[src/hw/rtl/i2crb_pkg.sv]
// Shared types and codes for the I2C slave register bank.
// No dependencies; imported by every module of the block.
`default_nettype none

package i2crb_pkg;

    localparam logic [2:0] MODE_WRITE_START   = 3'd0;
    localparam logic [2:0] MODE_READ_START    = 3'd1;
    localparam logic [2:0] MODE_BYTE_RECEIVED = 3'd2;
    localparam logic [2:0] MODE_BYTE_SENT     = 3'd3;
    localparam logic [2:0] MODE_ACK_FAILURE   = 3'd4;

    localparam logic [1:0] STATUS_OK       = 2'd0;
    localparam logic [1:0] STATUS_RANGE    = 2'd1;
    localparam logic [1:0] STATUS_PAST_END = 2'd2;

    typedef enum logic [2:0] {
        ST_IDLE,
        ST_EXEC,
        ST_CHECK,
        ST_COPY_RD,
        ST_COPY_WR,
        ST_FETCH,
        ST_FETCH_DATA,
        ST_DONE
    } state_t;

    typedef struct packed {
        logic [2:0] mode;
        logic [7:0] write_byte;
    } in_item_t;

    typedef struct packed {
        logic [7:0] read_data;
        logic       byte_accepted;
        logic [1:0] status;
    } out_item_t;

    // memory port strobes from the sequencer
    typedef struct packed {
        logic wr;
        logic rd;
    } mem_ctl_t;

endpackage

`default_nettype wire

[src/hw/rtl/i2c_slave_register_bank_core.sv]
// I2C slave register bank: sequencer, shared 9-bit adder/comparator, and storage.
// Each event runs EXEC then DONE; a register read adds FETCH and, in range, FETCH_DATA; a commit
// adds CHECK and, in range, a COPY_RD/COPY_WR pair per data byte through the shared adder.
// One transfer at a time. The result register lets the next transfer be taken while a result
// waits. Reset clears the bank, pointer, counters and output; no clearing pass.
`default_nettype none

module i2c_slave_register_bank_core #(
    parameter int NUM_REGS     = 16,
    parameter int BUFFER_BYTES = 17
) (
    input  wire                  clk,
    input  wire                  rst_n,
    input  wire                  in_valid,
    output logic                 in_ready,
    input  i2crb_pkg::in_item_t  in_item,
    output logic                 out_valid,
    input  wire                  out_ready,
    output i2crb_pkg::out_item_t out_item
);
    import i2crb_pkg::*;

    localparam int DB = BUFFER_BYTES - 1;
    localparam int RW = (NUM_REGS > 1) ? $clog2(NUM_REGS) : 1;
    localparam int BW = (DB > 1) ? $clog2(DB) : 1;
    localparam int CW = $clog2(BUFFER_BYTES + 1);

    state_t         state_reg, state_next;
    logic [2:0]     mode_reg, mode_next;
    logic [7:0]     byte_reg, byte_next;
    logic [CW-1:0]  count_reg, count_next;
    logic [7:0]     sent_reg, sent_next;
    logic [7:0]     rp_reg, rp_next;
    logic [7:0]     ptr_reg, ptr_next;
    logic [7:0]     idx_reg, idx_next;
    logic [8:0]     addr_reg, addr_next;
    logic [7:0]     data_reg, data_next;
    logic           acc_reg, acc_next;
    logic [1:0]     stat_reg, stat_next;
    out_item_t      out_reg, out_next;
    logic           out_valid_reg, out_valid_next;

    // shared adder
    logic [7:0]     op_a, op_b;
    logic [8:0]     sum;
    logic [CW-1:0]  nbytes_w;
    logic [7:0]     nbytes;

    mem_ctl_t       bank_ctl, buf_ctl;
    logic [7:0]     bank_rdata, buf_rdata;
    logic [RW-1:0]  bank_raddr;
    logic [BW-1:0]  buf_waddr;

    assign nbytes_w = count_reg - CW'(1);
    assign nbytes   = 8'(nbytes_w);
    assign sum      = {1'b0, op_a} + {1'b0, op_b};
    assign buf_waddr  = BW'(nbytes_w);
    assign bank_raddr = sum[RW-1:0];

    i2crb_regfile #(
        .NUM_REGS (NUM_REGS),
        .RW       (RW)
    ) u_regfile (
        .clk   (clk),
        .rst_n (rst_n),
        .ctl   (bank_ctl),
        .waddr (addr_reg[RW-1:0]),
        .wdata (buf_rdata),
        .raddr (bank_raddr),
        .rdata (bank_rdata)
    );

    i2crb_bufmem #(
        .DEPTH (DB),
        .BW    (BW)
    ) u_bufmem (
        .clk   (clk),
        .ctl   (buf_ctl),
        .waddr (buf_waddr),
        .wdata (byte_reg),
        .raddr (idx_reg[BW-1:0]),
        .rdata (buf_rdata)
    );

    always_ff @(posedge clk or negedge rst_n)
    begin
        if (!rst_n)
        begin
            state_reg     <= ST_IDLE;
            count_reg     <= '0;
            sent_reg      <= '0;
            rp_reg        <= '0;
            ptr_reg       <= '0;
            out_valid_reg <= 1'b0;
        end
        else
        begin
            state_reg     <= state_next;
            count_reg     <= count_next;
            sent_reg      <= sent_next;
            rp_reg        <= rp_next;
            ptr_reg       <= ptr_next;
            out_valid_reg <= out_valid_next;
        end
    end

    always_ff @(posedge clk)
    begin
        mode_reg <= mode_next;
        byte_reg <= byte_next;
        idx_reg  <= idx_next;
        addr_reg <= addr_next;
        data_reg <= data_next;
        acc_reg  <= acc_next;
        stat_reg <= stat_next;
        out_reg  <= out_next;
    end

    always_comb
    begin
        state_next     = state_reg;
        mode_next      = mode_reg;
        byte_next      = byte_reg;
        count_next     = count_reg;
        sent_next      = sent_reg;
        rp_next        = rp_reg;
        ptr_next       = ptr_reg;
        idx_next       = idx_reg;
        addr_next      = addr_reg;
        data_next      = data_reg;
        acc_next       = acc_reg;
        stat_next      = stat_reg;
        out_next       = out_reg;
        out_valid_next = out_valid_reg;
        bank_ctl       = '0;
        buf_ctl        = '0;
        op_a           = ptr_reg;
        op_b           = idx_reg;
        in_ready       = 1'b0;

        if (out_valid_reg && out_ready)
            out_valid_next = 1'b0;

        case (state_reg)
            ST_IDLE:
            begin
                in_ready = 1'b1;
                if (in_valid)
                begin
                    mode_next  = in_item.mode;
                    byte_next  = in_item.write_byte;
                    data_next  = 8'd0;
                    acc_next   = 1'b0;
                    stat_next  = STATUS_OK;
                    state_next = ST_EXEC;
                end
            end
            ST_EXEC:
            begin
                state_next = ST_DONE;
                case (mode_reg)
                    MODE_WRITE_START:
                        count_next = '0;
                    MODE_READ_START:
                    begin
                        sent_next  = 8'd0;
                        rp_next    = ptr_reg;
                        state_next = ST_FETCH;
                    end
                    MODE_BYTE_RECEIVED:
                    begin
                        if (count_reg < CW'(BUFFER_BYTES))
                        begin
                            if (count_reg == '0)
                                ptr_next = byte_reg;
                            else
                                buf_ctl.wr = 1'b1;
                            count_next = count_reg + CW'(1);
                            acc_next   = 1'b1;
                            // filling byte commits in the same transfer
                            if (count_reg == CW'(BUFFER_BYTES - 1))
                                state_next = ST_CHECK;
                        end
                    end
                    MODE_BYTE_SENT:
                    begin
                        sent_next  = sent_reg + 8'd1;
                        state_next = ST_FETCH;
                    end
                    MODE_ACK_FAILURE:
                    begin
                        if (sent_reg != 8'd0)
                            sent_next = sent_reg - 8'd1;
                        else if (count_reg > CW'(1))
                            state_next = ST_CHECK;
                    end
                    default:
                        state_next = ST_DONE;
                endcase
            end
            ST_CHECK:
            begin
                op_a = ptr_reg;
                op_b = nbytes;
                if (sum > 9'(NUM_REGS))
                begin
                    stat_next  = STATUS_RANGE;
                    state_next = ST_DONE;
                end
                else
                begin
                    idx_next   = 8'd0;
                    state_next = ST_COPY_RD;
                end
            end
            ST_COPY_RD:
            begin
                op_a       = ptr_reg;
                op_b       = idx_reg;
                addr_next  = sum;
                buf_ctl.rd = 1'b1;
                state_next = ST_COPY_WR;
            end
            ST_COPY_WR:
            begin
                bank_ctl.wr = 1'b1;
                idx_next    = idx_reg + 8'd1;
                if ({1'b0, idx_reg} + 9'd1 == {1'b0, nbytes})
                    state_next = ST_DONE;
                else
                    state_next = ST_COPY_RD;
            end
            ST_FETCH:
            begin
                op_a = rp_reg;
                op_b = sent_reg;
                if (sum >= 9'(NUM_REGS))
                begin
                    stat_next  = STATUS_PAST_END;
                    state_next = ST_DONE;
                end
                else
                begin
                    bank_ctl.rd = 1'b1;
                    state_next  = ST_FETCH_DATA;
                end
            end
            ST_FETCH_DATA:
            begin
                data_next  = bank_rdata;
                state_next = ST_DONE;
            end
            ST_DONE:
            begin
                if (!out_valid_reg || out_ready)
                begin
                    out_next.read_data     = data_reg;
                    out_next.byte_accepted = acc_reg;
                    out_next.status        = stat_reg;
                    out_valid_next         = 1'b1;
                    state_next             = ST_IDLE;
                end
            end
            default:
                state_next = ST_IDLE;
        endcase
    end

    assign out_valid = out_valid_reg;
    assign out_item  = out_reg;

    // bank writes only land inside the register range
    a_bank_wr_range: assert property (@(posedge clk) disable iff (!rst_n)
        bank_ctl.wr |-> addr_reg < 9'(NUM_REGS))
        else $error("bank write address out of range");

    a_count_bound: assert property (@(posedge clk) disable iff (!rst_n)
        count_reg <= CW'(BUFFER_BYTES))
        else $error("receive count exceeds buffer size");

    a_accept_exec: assert property (@(posedge clk) disable iff (!rst_n)
        (in_valid && in_ready) |=> (state_reg == ST_EXEC))
        else $error("accepted transfer did not start execution");

    a_copy_index: assert property (@(posedge clk) disable iff (!rst_n)
        (state_reg == ST_COPY_WR) |-> ({1'b0, idx_reg} < {1'b0, nbytes}))
        else $error("copy index beyond buffered bytes");

    a_result_hold: assert property (@(posedge clk) disable iff (!rst_n)
        (state_reg == ST_DONE && out_valid_reg && !out_ready) |=> (state_reg == ST_DONE))
        else $error("result dropped while output stalled");

endmodule

`default_nettype wire

[src/hw/rtl/i2crb_regfile.sv]
// Register bank storage: one write port, one registered read port.
// Per-entry valid flags make never-written registers read as zero. Uses i2crb_pkg.
`default_nettype none

module i2crb_regfile #(
    parameter int NUM_REGS = 16,
    parameter int RW       = 4
) (
    input  wire                  clk,
    input  wire                  rst_n,
    input  i2crb_pkg::mem_ctl_t  ctl,
    input  wire  [RW-1:0]        waddr,
    input  wire  [7:0]           wdata,
    input  wire  [RW-1:0]        raddr,
    output logic [7:0]           rdata
);
    import i2crb_pkg::*;

    logic [7:0]          mem [NUM_REGS];
    logic [NUM_REGS-1:0] valid_reg;
    logic [7:0]          rdata_reg;
    logic                rvalid_reg;

    always_ff @(posedge clk)
    begin
        if (ctl.wr)
            mem[waddr] <= wdata;
        if (ctl.rd)
            rdata_reg <= mem[raddr];
    end

    always_ff @(posedge clk or negedge rst_n)
    begin
        if (!rst_n)
        begin
            valid_reg  <= '0;
            rvalid_reg <= 1'b0;
        end
        else
        begin
            if (ctl.wr)
                valid_reg[waddr] <= 1'b1;
            if (ctl.rd)
                rvalid_reg <= valid_reg[raddr];
        end
    end

    assign rdata = rvalid_reg ? rdata_reg : 8'd0;

endmodule

`default_nettype wire

[src/hw/rtl/i2crb_bufmem.sv]
// Receive buffer for the data bytes that follow the pointer byte.
// One write port, one registered read port. Uses i2crb_pkg.
`default_nettype none

module i2crb_bufmem #(
    parameter int DEPTH = 16,
    parameter int BW    = 4
) (
    input  wire                  clk,
    input  i2crb_pkg::mem_ctl_t  ctl,
    input  wire  [BW-1:0]        waddr,
    input  wire  [7:0]           wdata,
    input  wire  [BW-1:0]        raddr,
    output logic [7:0]           rdata
);
    import i2crb_pkg::*;

    logic [7:0] mem [DEPTH];
    logic [7:0] rdata_reg;

    always_ff @(posedge clk)
    begin
        if (ctl.wr)
            mem[waddr] <= wdata;
        if (ctl.rd)
            rdata_reg <= mem[raddr];
    end

    assign rdata = rdata_reg;

endmodule

`default_nettype wire
[config.mk]
export PLATFORM = sky130hd
export DESIGN_NAME = i2c_slave_register_bank_core
export DESIGN_NICKNAME = d
export VERILOG_FILES = /design/src/hw/rtl/i2crb_pkg.sv /design/src/hw/rtl/i2c_slave_register_bank_core.sv /design/src/hw/rtl/i2crb_regfile.sv /design/src/hw/rtl/i2crb_bufmem.sv
export SDC_FILE = /design/constraint.sdc
export NUM_CORES = 1
export LEC_CHECK = 0
export ABC_AREA = 1
export BUFFER_PORTS_ARGS = -buffer_cell sky130_fd_sc_hd__buf_2
export CAP_MARGIN = 0
export CORE_MARGIN = 3
export CORE_UTILIZATION = 45
export DETAILED_ROUTE_END_ITERATION = 16
export GPL_TIMING_DRIVEN = 0
export PLACE_DENSITY_LB_ADDON = 0.1
export SYNTH_ARGS = -nofsm -noshare
export SYNTH_HDL_FRONTEND = slang
export SYNTH_SLANG_ARGS = --single-unit
[constraint.sdc]
create_clock -name clk -period 4.3 [get_ports clk]
set_input_delay 0.43 -clock clk [delete_from_list [all_inputs] [get_ports clk]]
set_output_delay 0.43 -clock clk [all_outputs]
set_load 0.01 [all_outputs]
==> results of run 1 <==
==> area by class of cell <==
class,count,area share
Inverter,98,0.02109
Clock inverter,14,0.004878
Clock buffer,55,0.06291
Sequential cell,367,0.6175
Tap cell,448,0.03214
Buffer,55,0.01399
Multi-Input combinational cell,788,0.2398
Timing Repair Buffer,27,0.007747
==> cell usage after synthesis <==
master    instances  share of area
nand2_1         135          0.033
edfxtp_1        317           0.61
o22ai_1          52          0.021
o21a_1            1        0.00048
o221ai_1         24          0.014
nor2_2            2        0.00081
buf_4             4         0.0019
nand3b_1          2        0.00097
inv_2             6         0.0014
a32o_1            1        0.00064
xnor2_1           7         0.0039
buf_2            14         0.0045
mux2_2            1        0.00072
o32ai_1           8         0.0045
or2_1             1        0.00040
a21oi_1          27         0.0087
nor3_1            8         0.0026
clkinv_1          2        0.00048
mux2i_1          22          0.014
nand3_1          36          0.012
o211ai_2          1        0.00081
or2_2            11         0.0044
a21o_1            1        0.00048
o21ai_1           4         0.0013
a221oi_4          1         0.0017
o211ai_1         11         0.0053
o21ai_0         158          0.051
xor2_1            3         0.0017
nand4_1           8         0.0032
xnor2_2           1         0.0010
fa_1              2         0.0026
nor2_1          229          0.055
clkbuf_1         37         0.0089
nand3_2           3         0.0019
nor3b_1           2        0.00097
a31oi_1           1        0.00040
nand2_2           2        0.00081
dfrtp_1          50          0.081
nor3_2            2         0.0013
ha_1             21          0.017
inv_1            90          0.022
==> cell families after synthesis <==
logic type,share of synthesized area
simple gates,0.1169
flops,0.6932
compound gates,0.1097
buf+inv,0.03906
mux,0.01490
fa+ha+maj,0.01949
xor+xnor,0.006685
==> worst register-to-register path, stage by stage (launching register included) <==
cell and delay, ns:
dfrtp_1 0.43, inv_1 0.14, nand2_1 0.08, nor2_2 0.19, buf_2 0.27, a21oi_1 0.10, o22ai_1 0.18, inv_1 0.07
ha_1 0.21, inv_1 0.07, fa_1 0.51, inv_1 0.25, clkbuf_2 0.32, o21ai_0 0.15, o22ai_1 0.36, nor2_1 0.08
o22ai_1 0.37
==> stage by stage <==
| step | hold slack [ns] | cells |
|---|---|---|
| 6_report | 0.06364 | 1852 |
| 5_1_grt | 0.04927 | 1852 |
| 4_1_cts | 0.03999 | 1852 |
| 3_5_place_dp | 0.4052 | 1783 |
| 3_3_place_gp | 0.4029 | 1783 |
| 2_1_floorplan | 0.1344 | 1308 |
==> what timing repair did <==
action | 4_1_cts | 5_1_grt
hold endpoints to repair | 0 | 0
setup endpoints to repair | 8 | 21
resized for setup | 1 | 12
setup buffers | 0 | 0
==> path summary, 6_finish.rpt <==
| check | end | from |
|---|---|---|
| min in group asynchronous | out_valid$_DFF_PN0_ | rst_n |
| worst min-delay path | mode_reg[1]$_DFFE_PP_ | in_item[9] |
| worst max-delay path | u_regfile.rdata_reg[6]$_DFFE_PP_ | state_reg[1]$_DFFE_PN0P_ |
| worst min register to register | out_item[3]$_DFFE_PP_ | data_reg[0]$_SDFFCE_PN0P_ |
| max in group asynchronous | u_regfile.valid_reg[9]$_DFFE_PN0P_ | rst_n |
| worst max register to register | u_regfile.rdata_reg[6]$_DFFE_PP_ | state_reg[1]$_DFFE_PN0P_ |
==> per-layer routing <==
layer / up-vias / share of wire / GRT usage
met5: - / 0 / 0
met4: 0 / 0.031 / 0.07367
met3: 66 / 0.049 / 0.03048
met2: 269 / 0.45 / 0.3223
met1: 4904 / 0.47 / 0.3088
li1: 4826 / - / -
==> cells in the final DEF (no fill, tap or decap), drive strengths merged, types with 3 or more instances in the layout <==
| cell | netlist | layout |
|---|---|---|
| o32ai | 8 | 8 |
| nand2 | 137 | 137 |
| buf | 18 | 45 |
| o211ai | 12 | 12 |
| inv | 96 | 100 |
| nor3 | 10 | 10 |
| xnor2 | 8 | 8 |
| or2 | 12 | 12 |
| nor2 | 231 | 231 |
| edfxtp | 317 | 317 |
| o22ai | 52 | 52 |
| ha | 21 | 21 |
| a21oi | 27 | 27 |
| dfrtp | 50 | 50 |
| o221ai | 24 | 24 |
| nand4 | 8 | 8 |
| clkbuf | 37 | 92 |
| o21ai | 162 | 162 |
| xor2 | 3 | 3 |
| nand3 | 39 | 39 |
| mux2i | 22 | 22 |
| clkinv | 2 | 10 |
==> results by group, run 1 <==
Run status
  – Status: finished clean

Setup path
  – Worst setup EP type: flip-flop
  – R2R cell count: 16
  – WP depth: 16
  – Crit path arrival time: 4.30 ns
  – CP max stage delay: 0.51 ns
  – Most used cell, CP: inv_1
  – Slowest CP cell: fa_1
  – Worst-path cell chain: inv_1 > nand2_1 > nor2_2 > buf_2 > a21oi_1 > o22ai_1 > inv_1 > ha_1 > inv_1 > fa_1 > inv_1 > clkbuf_2 > o21ai_0 > o22ai_1 > nor2_1 > o22ai_1
  – Buf+Inv Stages, Crit Path: 6
  – CP top delay family: compound AO/OA/AOI/OAI gates
  – CP Data Required Time: 4.58 ns
  – Worst Path Max Fanout: 10
  – Critical path class: reg -> reg
  – FF-to-FF setup slack: 0.28 ns
  – CP startpoint kind: flip-flop

Timing
  – Final setup margin: 0.2757 ns
  – Clock skew: between 0.015 and 0.02 ns
  – Slew HR: 0.1860
  – Setup violators final: 0
  – Final hold violations: 0
  – Minimum clock period after layout: 4.024 ns
  – RSZ-0062 raised after global routing: no
  – Max Fclk: 0.2485 GHz
  – Crit share post-route: 0.9359
  – Setup TNS Final: 0 ns
  – Worst slew pin tran: 1.217 ns
  – Fin. max-slew vios: 0

Global routing
  – Number of antenna violations at the first check in global routing: 0
  – First-pass GRT wire length: 58570 um
  – Largest net degree at the start of global routing: 51
  – Vias in the first global route: 9837
  – Total track usage: 0.2105
  – GRT Residual Overflow: 0

Clock network
  – CTS Hold Bufs: 0
  – CTS buffer count: 39
  – CTS tree: done
  – Max clock buf depth: 3
  – CTS Root Cell: clkbuf_16
  – Clk Latency, worst-skew pair: 0.54 ns
  – Max H-tree Level: 2
  – Sinks on Clock Net: between 300 and 400
  – Clock-pin slew on the worst setup and hold paths: 0.06 ns

Placement
  – PortBufs: 27
  – Place WS: -0.3193 ns
  – Post-DP HPWL: roughly 26000 um
  – GP Congestion: about 0.93
  – Placed Area: ~16000 um^2

Routing
  – DRT iter0 DRCs: 843
  – Remaining DRCs: 0
  – Final ANT Viol Nets: 0
  – Routed WL: 38260 um
  – Routed via count: 10065
  – Vias per inst: ~5.4
  – DR pass1 iterations: 5
  – Drt wl/cell: 20.66 um

Final layout
  – Area growth, synth to finish: 12.27%
  – Area of the multi-input gates: 4183 um^2
  – Final Instance Area: 17440 um^2
  – Layout cells sized above 1: 0.09687
  – Antenna Cells: 0
  – Fillcell total: 2921
  – FF/Latch Area: 10770 um^2
  – Layout Utilization: 0.5163
  – Nets: 1414

Run
  – Max Cap Violations: 0

Logic synthesis
  – Distinct cells, synth: 41
  – Cell count after synthesis: 1308
  – Post-Syn Nets: 1346
  – Sequential area share after synthesis: 0.6932
  – Flops & latches, synth: 367
  – Syn_area_per_cell: 11.88 um^2
  – Yosys warns: 0
  – Synthesized area: around 16000 um^2

Floorplanning
  – DIE HEIGHT: 191.8 um
  – Row count: 67
  – Ports: 28
  – Starting density of the core: 0.4599
  – Die Wd: approximately 190 um
  – Die area: 36790 um^2
  – Placeable Area: around 34000 um^2

Hold path
  – Hold Path Class: in -> reg
  – Hold path depth: 1
Power of run 1 is not shown: default switching activity piles up to over one toggle a cycle in this logic, so the estimate is an artifact.
==> run 2: changes to the inputs <==
- ABC_AREA: 1 -> default
- MAX_ROUTING_LAYER: default -> met4
- clock period: 4.3 -> 4.81 ns (I/O delays scaled with it)
==> run 2 against run 1 <==
  * Sequential share of layout area up 0.94 points
  * Via count fell by 24%
  * Critical path type unchanged
  * First-iteration DRC count shrank 36%
  * Design area decreased by 1.5%
  * Largest cell class unchanged
  * Wire length is 17% lower
==> results by group, run 2 <==
Run
  – Max Cap Violations: 0 (unchanged)

Logic synthesis
  – Sequential area share after synthesis: 0.7090 (+0.01576)
  – Flops & latches, synth: 367 (unchanged)
  – Share of the synthesized area in the top cell type: 0.6266 (+0.01393)
  – Synth Area in Adders: 0.01993 (+0.0004431)
  – Synth area leader: edfxtp_1
  – Area fraction in and, or, nand and nor cells after synthesis: 0.06696 (-0.04997)
  – Multiplexer share of the synthesized area: 0.1441 (+0.1292)
  – Syn_area_per_cell: 18.02 um^2 (+52%)
  – XOR/XNOR Fraction of Synth Area: 0.01384 (+0.007153)
  – Count leader, synth: edfxtp_1
  – Main combinational cell family by area after synthesis: multiplexers
  – Most instantiated cells after synthesis: 317 x edfxtp_1, 85 x mux4_2, 60 x nor2_1, 50 x dfrtp_1, 47 x nand2_1
  – Post-Syn Nets: 881 (-35%)
  – Cell count after synthesis: 843 (-36%)
  – Compound-Gate Fraction of Synth Area: 0.03171 (-0.07798)
  – Ys flop type: edfxtp_1
  – Synth area leaders: edfxtp_1 63%, mux4_2 13%, dfrtp_1 8.2%
  – EDFF count, synth: 317 (unchanged)
  – Yosys warns: 0 (unchanged)
  – Synthesized area: 15190 um^2 (-2.2%)
  – Distinct cells, synth: 60 (+46%)
  – FFs w/ async S/R, synth: 0.1362 (unchanged)

Floorplanning
  – DIE HEIGHT: 189.7 um (-1.1%)
  – Die area: 36000 um^2 (-2.2%)
  – Starting density of the core: 0.4622 (+0.002325)
  – Ports: 28 (unchanged)
  – Row count: 66 (-1.5%)
  – Placeable Area: 32870 um^2 (-2.7%)
  – Die Wd: 189.7 um (-1.1%)

Global routing
  – Number of antenna violations at the first check in global routing: 0 (unchanged)
  – Total track usage: 0.1842 (-0.02638)
  – Largest net degree at the start of global routing: 51 (unchanged)
  – First-pass GRT wire length: 48170 um (-18%)
  – GRT Residual Overflow: 0 (unchanged)
  – Vias in the first global route: 7939 (-19%)

Placement
  – GP Congestion: 0.8320 (-10%)
  – PortBufs: 27 (unchanged)
  – Placed Area: 15890 um^2 (-2.1%)
  – Post-DP HPWL: 21720 um (-16%)

Routing
  – Routed length on met1: 14150 um (-21%)
  – Vias per inst: 5.547 (+2.1%)
  – Drt wl/cell: 22.82 um (+10%)
  – Remaining DRCs: 0 (unchanged)
  – Met3 wire len: 1153 um (-39%)
  – Final ANT Viol Nets: 0 (unchanged)
  – DRT iter0 DRCs: 543 (-36%)
  – Routed via count: 7683 (-24%)
  – Routed WL: 31600 um (-17%)
  – Top layer in use: met4
  – DR pass1 iterations: 6 (+1)
  – Routed length on met2: 15330 um (-11%)

Pwr
  – Pwr per Cell Area: approximately 670 nW/um^2
  – Max rail drop VDD: 0.4125 mV
  – Leak: 5.939 nW

Hold path
  – Hold path depth: 1 (unchanged)
  – Hold Path Class: in -> reg
  – Worst Hold Launch: in_item[10]
  – Hold EP: mode_reg[2]$_DFFE_PP_

Final layout
  – Antenna Cells: 0 (unchanged)
  – Nets: 950 (-33%)
  – Layout cells sized above 1: 0.2587 (+0.1619)
  – Area growth, synth to finish: 13.11%
  – Commonest non-fill, non-tap cell in the layout: edfxtp_1
  – Most frequent cells in the layout: 317 x edfxtp_1, 85 x mux4_2, 60 x nor2_1
  – Final Instance Area: 17180 um^2 (-1.5%)

Setup path
  – FF-to-FF setup slack: 0.35 ns (+0.08 ns)
  – Crit path arrival time: 4.69 ns (+0.39 ns)
  – CP startpoint kind: flip-flop
  – Worst setup EP type: flip-flop
  – Critical path class: reg -> reg
  – Worst R2R End: u_regfile.rdata_reg[3]$_DFFE_PP_
  – CP Data Required Time: 5.05 ns (+0.47 ns)
  – R2r startpoint: state_reg[0]$_DFFE_PN0P_
  – Worst Path Max Fanout: 10 (unchanged)
  – R2R cell count: 13 (-3)
  – Crit. Startpoint: state_reg[0]$_DFFE_PN0P_

Timing
  – Hold_ws: 0.1256 ns (+0.06193 ns)
  – Minimum clock period after layout: 4.457 ns (+0.4326 ns)
  – Slew HR: 0.2077 (+0.02168)
  – Fin. max-slew vios: 0 (unchanged)
  – Clock skew: 0.01959 ns (+0.002083 ns)
  – Setup TNS Final: 0 ns (unchanged)
  – Max Fclk: 0.2244 GHz (-9.7%)
  – Final hold violations: 0 (unchanged)
  – Setup violators final: 0 (unchanged)
  – Worst slew pin tran: 1.189 ns (-0.02802 ns)
  – Crit share post-route: 0.9266 (-0.009303)
  – RSZ-0062 raised after global routing: no

Clock network
  – Sinks on Clock Net: 367 (unchanged)
  – CTS tree: done
  – Max clock buf depth: 3 (unchanged)
  – Clk Latency, worst-skew pair: 0.53 ns (about the same)
  – Clock-pin slew on the worst setup and hold paths: 0.06 ns (about the same)
  – CTS Root Cell: clkbuf_16
  – CTS buffer count: 39 (unchanged)
  – Max H-tree Level: 2 (unchanged)

Run status
  – Status: finished clean
[run 2: area by class of cell]
class	instances	area, um^2
fillers	2668	15680
flip-flops and latches	367	10770
multi-input cells	430	4217
clock buffers	49	1045
well taps	442	553.0
clock inverters	23	235.2
plain buffers	33	173.9
repair buffers	28	140.1
inverters	13	48.80
[run 2: kinds of logic after synthesis]
group,count (synthesis)
simple gates,201
fa+ha+maj,23
mux,110
xor+xnor,24
compound gates,72
buf+inv,46
flops,367
[run 2: metrics by stage]
step	std cells	total power, mW	setup slack [ns]	utilization
global placement	1312	8.545	0.1422	0.4831
finish	1385	11.50	0.3531	0.5228
floorplan	843	7.341	1.106	-
detailed placement	1313	8.655	0.1072	0.4836
global route	1385	12.08	0.09841	0.5228
CTS	1385	11.64	0.09744	0.5225
[run 2: what timing repair did]
item	4_1_cts	5_1_grt
hold buffers	0	0
endpoints found under the setup margin	0	8
setup buffers	0	0
gates resized for setup	0	6
[run 2: power breakdown]
group	total, mW	leakage (nW)	switching [mW]	internal (mW)
Sequential	4.36	3.52	0.307	4.05
Clock	2.97	0.622	1.20	1.77
Combinational	4.18	1.80	2.22	1.96
Total	11.5	5.94	3.73	7.78
[run 2: worst max-delay path by stage]
stage / endpoint / slack, ns / depth (start not counted)
floorplan: u_regfile.rdata_reg[0]$_DFFE_PP_ / 1.11 / 13
global placement: u_regfile.rdata_reg[5]$_DFFE_PP_ / 0.14 / 13
detailed placement: u_regfile.rdata_reg[3]$_DFFE_PP_ / 0.11 / 13
CTS: u_regfile.rdata_reg[3]$_DFFE_PP_ / 0.1 / 13
global route: u_regfile.rvalid_reg$_DFFE_PN0P_ / 0.1 / 15
finish: u_regfile.rdata_reg[3]$_DFFE_PP_ / 0.35 / 13
[run 2: critical path, stage by stage, from the launching register on]
cell      delay [ns]
dfrtp_1         0.39
clkbuf_1        0.21
nor2b_1         0.27
nor2b_1         0.41
buf_2           0.31
o21ai_0         0.12
o21ai_0         0.17
ha_1            0.22
inv_1           0.07
fa_1            0.48
buf_4           0.22
clkbuf_2        0.35
mux4_2          0.40
mux4_2          0.55
[run 2: routing by layer]
metal  global-route usage  up-vias
met5                    -        -
met4              0.05829        0
met2               0.2886      180
met1               0.2549     3976
li1                     -     3463
met3              0.02451       64
(Power assumes the default switching activity.)
